`src/hdl/oass_pkg.sv`:
```
// types, codes and defaults shared by the ordered atomic store sequencer
package oass_pkg;

  localparam int DEF_MAX_RANKS = 16;
  localparam int DEF_MAX_VARS  = 64;
  localparam int RANK_LIMIT    = 16;

  localparam logic [1:0] OP_WRITE    = 2'd0;
  localparam logic [1:0] OP_CAS      = 2'd1;
  localparam logic [1:0] OP_SHUTDOWN = 2'd2;
  localparam logic [1:0] OP_INVALID  = 2'd3;

  localparam logic [1:0] STAT_OK      = 2'd0;
  localparam logic [1:0] STAT_NOT_SUB = 2'd1;
  localparam logic [1:0] STAT_BAD     = 2'd2;
  localparam logic [1:0] STAT_STOPPED = 2'd3;

  localparam logic KIND_COMPLETION = 1'b0;
  localparam logic KIND_FORWARD    = 1'b1;

  localparam logic CFG_RANK_COUNT    = 1'b0;
  localparam logic CFG_VARS_PER_RANK = 1'b1;

  localparam logic [4:0] RANK_COUNT_RST    = 5'd4;
  localparam logic [6:0] VARS_PER_RANK_RST = 7'd64;

  typedef struct packed {
    logic [1:0]         operation;
    logic [3:0]         requester;
    logic [3:0]         home_rank;
    logic [5:0]         local_index;
    logic signed [31:0] first_value;
    logic signed [31:0] second_value;
    logic [15:0]        request_tag;
  } oass_in_t;

  typedef struct packed {
    logic               kind;
    logic [3:0]         destination;
    logic [31:0]        sequence_res;
    logic [1:0]         op_kind;
    logic [3:0]         out_home_rank;
    logic [5:0]         out_local_index;
    logic signed [31:0] new_value;
    logic [15:0]        echo_tag;
    logic [1:0]         status;
    logic               swap_success;
    logic               changed;
    logic               last;
  } oass_out_t;

  typedef enum logic [2:0] {
    S_CLEAR,
    S_IDLE,
    S_CHECK,
    S_APPLY,
    S_FWD
  } oass_state_t;

  typedef struct packed {
    logic load;
    logic clr_wr;
    logic decide;
    logic apply;
    logic fwd;
  } oass_cmd_t;

  typedef struct packed {
    logic clr_done;
    logic go_apply;
    logic more;
  } oass_sts_t;

endpackage

```
`src/hdl/oass_ctrl.sv`:
```
// control state machine of the ordered atomic store sequencer
module oass_ctrl import oass_pkg::*; (
  input  logic      clk,
  input  logic      rst_n,
  input  logic      start,
  output logic      busy,
  input  oass_sts_t sts,
  output oass_cmd_t cmd
);

  oass_state_t state_r, state_nxt;

  always_ff @(posedge clk) begin
    if (!rst_n) begin
      state_r <= S_CLEAR;
    end else begin
      state_r <= state_nxt;
    end
  end

  always_comb begin
    state_nxt = state_r;
    cmd       = '0;
    busy      = 1'b1;
    unique case (state_r)
      S_CLEAR: begin
        cmd.clr_wr = 1'b1;
        if (sts.clr_done) begin
          state_nxt = S_IDLE;
        end
      end
      S_IDLE: begin
        busy = 1'b0;
        if (start) begin
          cmd.load  = 1'b1;
          state_nxt = S_CHECK;
        end
      end
      S_CHECK: begin
        cmd.decide = 1'b1;
        priority if (sts.go_apply) begin
          state_nxt = S_APPLY;
        end else if (sts.more) begin
          state_nxt = S_FWD;
        end else begin
          state_nxt = S_IDLE;
        end
      end
      S_APPLY: begin
        cmd.apply = 1'b1;
        state_nxt = sts.more ? S_FWD : S_IDLE;
      end
      S_FWD: begin
        cmd.fwd   = 1'b1;
        state_nxt = sts.more ? S_FWD : S_IDLE;
      end
      default: begin
        state_nxt = S_IDLE;
      end
    endcase
  end

endmodule

```
`config.mk`:
```
export PLATFORM = sky130hd
export DESIGN_NAME = oass_ctrl
export DESIGN_NICKNAME = d
export VERILOG_FILES = /design/src/hdl/oass_pkg.sv /design/src/hdl/oass_ctrl.sv
export SDC_FILE = /design/constraint.sdc
export NUM_CORES = 1
export LEC_CHECK = 0
export BUFFER_PORTS_ARGS = -buffer_cell sky130_fd_sc_hd__buf_2
export CAP_MARGIN = 20
export CORE_AREA = 2 2 39 41
export DETAILED_ROUTE_END_ITERATION = 10
export DIE_AREA = 0 0 41 43
export HOLD_SLACK_MARGIN = 0.06
export PLACE_DENSITY_LB_ADDON = 0.25
export SYNTH_ARGS = -nofsm -noshare
export SYNTH_HDL_FRONTEND = slang
export SYNTH_SLANG_ARGS = --single-unit
```
`constraint.sdc`:
```
create_clock -name clk -period 1 [get_ports clk]
set_input_delay 0.15 -clock clk [delete_from_list [all_inputs] [get_ports clk]]
set_output_delay 0.15 -clock clk [all_outputs]
set_load 0.05 [all_outputs]
```
---- After elaboration in Yosys (flattened, before gate mapping) ----
Cells that the tools add are included.
storage, ports and cells
  register bits after elaboration ......... 3
operators by class
  equal/unequal tests ..................... 6
  multiplexer cells ....................... 12
  reductions and logical operators ........ 3
operators by type and width
  operator                                       number
  2-to-1 mux 3 bit                               4
  case mux 3 bit (4 select lines)                1
  2-to-1 mux 1 bit                               7
  == test 3 x 2 -> 1 bit, second input constant  2
  != test 2 bit, second input constant           2
  == test 3 x 1 -> 1 bit, second input constant  1
  == test 3 bit, second input constant           1
  logical NOT 3 bit                              1
  AND reduction 2 bit                            1
  OR reduction 2 bit                             1

---- Depth between registers and ports, before layout ----
  depth in word-level cells ............... 3
  depth in mapped cells ................... 4
  gate-level depth less buffers ........... 3

---- Worst setup path before layout ----
OpenSTA, ideal clock, no wires.
  kind .................................... register to output
  from .................................... register state_r[0]
  to ...................................... output port cmd[4] (netlist bit)
  arrival ................................. 1.537 ns
  path slack .............................. -0.687 ns
  cell stages (with the launch flop) ...... 4
  path buffers ............................ 1
  cells stage by stage .................... dfxtp_1 buf_6 nand2_1 nor3_1
RTL lines
  what                    line             text
  from (decl)             oass_ctrl.sv:11  oass_state_t state_r, state_nxt;
  from (signal assigned)  oass_ctrl.sv:17  state_r <= state_nxt;
  to (decl)               oass_ctrl.sv:8   output oass_cmd_t cmd

==> flow_summary.toml <==
[detailed_routing]
drt_pass1_iterations = 2
wire_per_inst_um = 9.99
via_per_inst = 4.06
routed_wl_um = 679
drtAntennaViolNets = 0
drc = 0
num_vias = 276
drt_iter0_markers = 1

[critical_path]
start_kind = "flop"
crit_path_frequent_cell = "buf_6"
critPathKind = "flop to output port"
crit_path_max_incr_delay_ns = 0.36
worstPathCellList = "buf_6 > nor3_4 > buf_6"
crit_path_max_fanout = 5
cp-end-kind = "output port"
critPathSlowestCell = "dfxtp_4"
arrival_ns = 1.09
worstPathRequired_ns = 0.85
cpLargestDelayFamily = "flip-flops"
path_buf_inv = 2

[synthesis]
ys_seq_area_frac = 0.286
ys_types = 17
ys_seq_elements = 3
synth_fp_nets = 32
avgSynthCellArea_um2 = 8.08
ys_warn_count = 0
syn_area_um2 = 210
postSynthCellCount = 26

[sta]
hold_viol_final = 0
hold_ws_ns = 0.117
fmax_ghz = 0.804
rsz0062_at_grt = "true"
post-route-period-util = 1.24
relSlewSlack = 0.852
timing.setup.tns_ns = -1.35
final_max_slew_viol_count = 0
fin_worst_skew_ns = 0.00755
final-setup-viol-count = 9
tightest_slew_ns = 0.221
period_minus_slack_ns = 1.24
fin_ws_ns = -0.244

[clock_network]
cts_tree = "done"
holdBufCountCts = 0
cts_root_buf = "clkbuf_4"
cts_buffers = 3
clock_sinks = 3
h-tree-depth = 1
clockBufferDepth = 2
clk_latency_ns = 0.24
path_clk_slew_ns = 0.04

[power]
pwr-share-seq = 0.227
intPower_w = 0.000403
power_w = 0.000621
swShare = 0.351
power.density_nw_per_um2 = 1140
vdd_ir_drop_max_v = 0.000721
p_switching_w = 0.000218
combPwrFrac = 0.424
p_clk_frac = 0.349
leakagePower_nw = 0.250

[placed_design]
port_buffers = 11
pre_cts_slack_ns = -0.0984
gp_congestion = 0.709
hpwlAfterDp_um = 481

[grt]
grt_pass1_vias = 249
antenna_found_initial = 0
grt_pass1_wl_um = 1060
grt.total_usage = 0.0904
grt_remaining_overflow = 0
grt_max_degree = 8

[floorplan]
initial_core_util = 0.152
core_area_um2 = 1380
ios = 12
dieArea_um2 = 1760
die_w_um = 41
rows = 14
die_y_um = 43

[final_layout]
mostFrequentLayoutCells = "12 x buf_6, 6 x buf_4, 5 x buf_2"
top_register = "state_r"
syn2layout_area_growth_pct = 159
final_net_count = 59
largest_reg_flops = 3
layout.cells.most_common = "buf_6"
fin_util = 0.393
drive_gt1_frac = 0.846
reg_top3 = "state_r: 3 flops"
diodes = 0

[job]
maxCapViolCount = 0

[run_status]
status = "finished with violations"
violations = "negative setup slack"

[worst_hold_path]
hp-class = "primary input to flop"
## power groups by stage
stage               clock (W)  combinational, W  sequential, W
floorplan                   0          0.000139       0.000134
global placement            0          0.000193       0.000141
detailed placement          0          0.000192       0.000140
CTS                  0.000222          0.000233       0.000138
global route         0.000238          0.000279       0.000142
finish               0.000217          0.000263       0.000141
## final timing paths
kind,to,cells after the start,slack (ns),startpoint
hold reg to reg,state_r[1],2,0.62,state_r[2]
hold / removal,state_r[0],2,0.12,sts[0]
setup / recovery,cmd[0],3,-0.24,state_r[0]
setup reg to reg,state_r[1],5,-0.10,state_r[1]
## final cells by class
class | count | area, um^2
tap | 16 | 20.0
multi-input combinational | 19 | 196
fill | 137 | 840
timing repair buffer | 24 | 220
clock buffer | 4 | 26.3
inverter | 2 | 10.0
sequential | 3 | 71.3
## logic make-up after synthesis
logic type      after synthesis  synth area share
buf+inv                       4             0.113
simple gates                 14             0.399
flops                         3             0.286
compound gates                5             0.202
## per-layer routing
layer / vias up / part of all wire / track usage
met5: - / 0 / 0
met4: 0 / 0 / 0.0600
met3: 0 / 0.046 / 0.0314
met2: 9 / 0.52 / 0.113
met1: 124 / 0.43 / 0.125
li1: 143 / - / -
## synthesized netlist by cell type
cell	n	area, um^2
a221oi_2	1	15.0
buf_2	1	5.00
inv_2	1	3.75
a21oi_1	2	10.0
nand2_1	2	7.51
nor2_1	3	11.3
nor2b_1	1	6.26
nor3_4	1	16.3
inv_1	1	3.75
and3b_1	1	8.76
nor3_1	3	15.0
dfxtp_1	3	60.1
buf_6	1	11.3
o211ai_1	1	7.51
and3_1	1	6.26
nand2b_1	2	12.5
o211a_1	1	10.0
## what timing repair did
action / 4_1_cts / 5_1_grt
setup endpoints to repair: 9 / 9
gates resized for setup: 24 / 13
pin swaps: 3 / 4
buffers inserted: 0 / 3
## per-stage QoR
stage	cell area [um^2]	std cells
after floorplan	244	26
after global placement	372	61
after detailed placement	372	61
after CTS	469	65
after global routing	544	68
final	544	68
No activity file was read; power rests on OpenSTA's default activity.
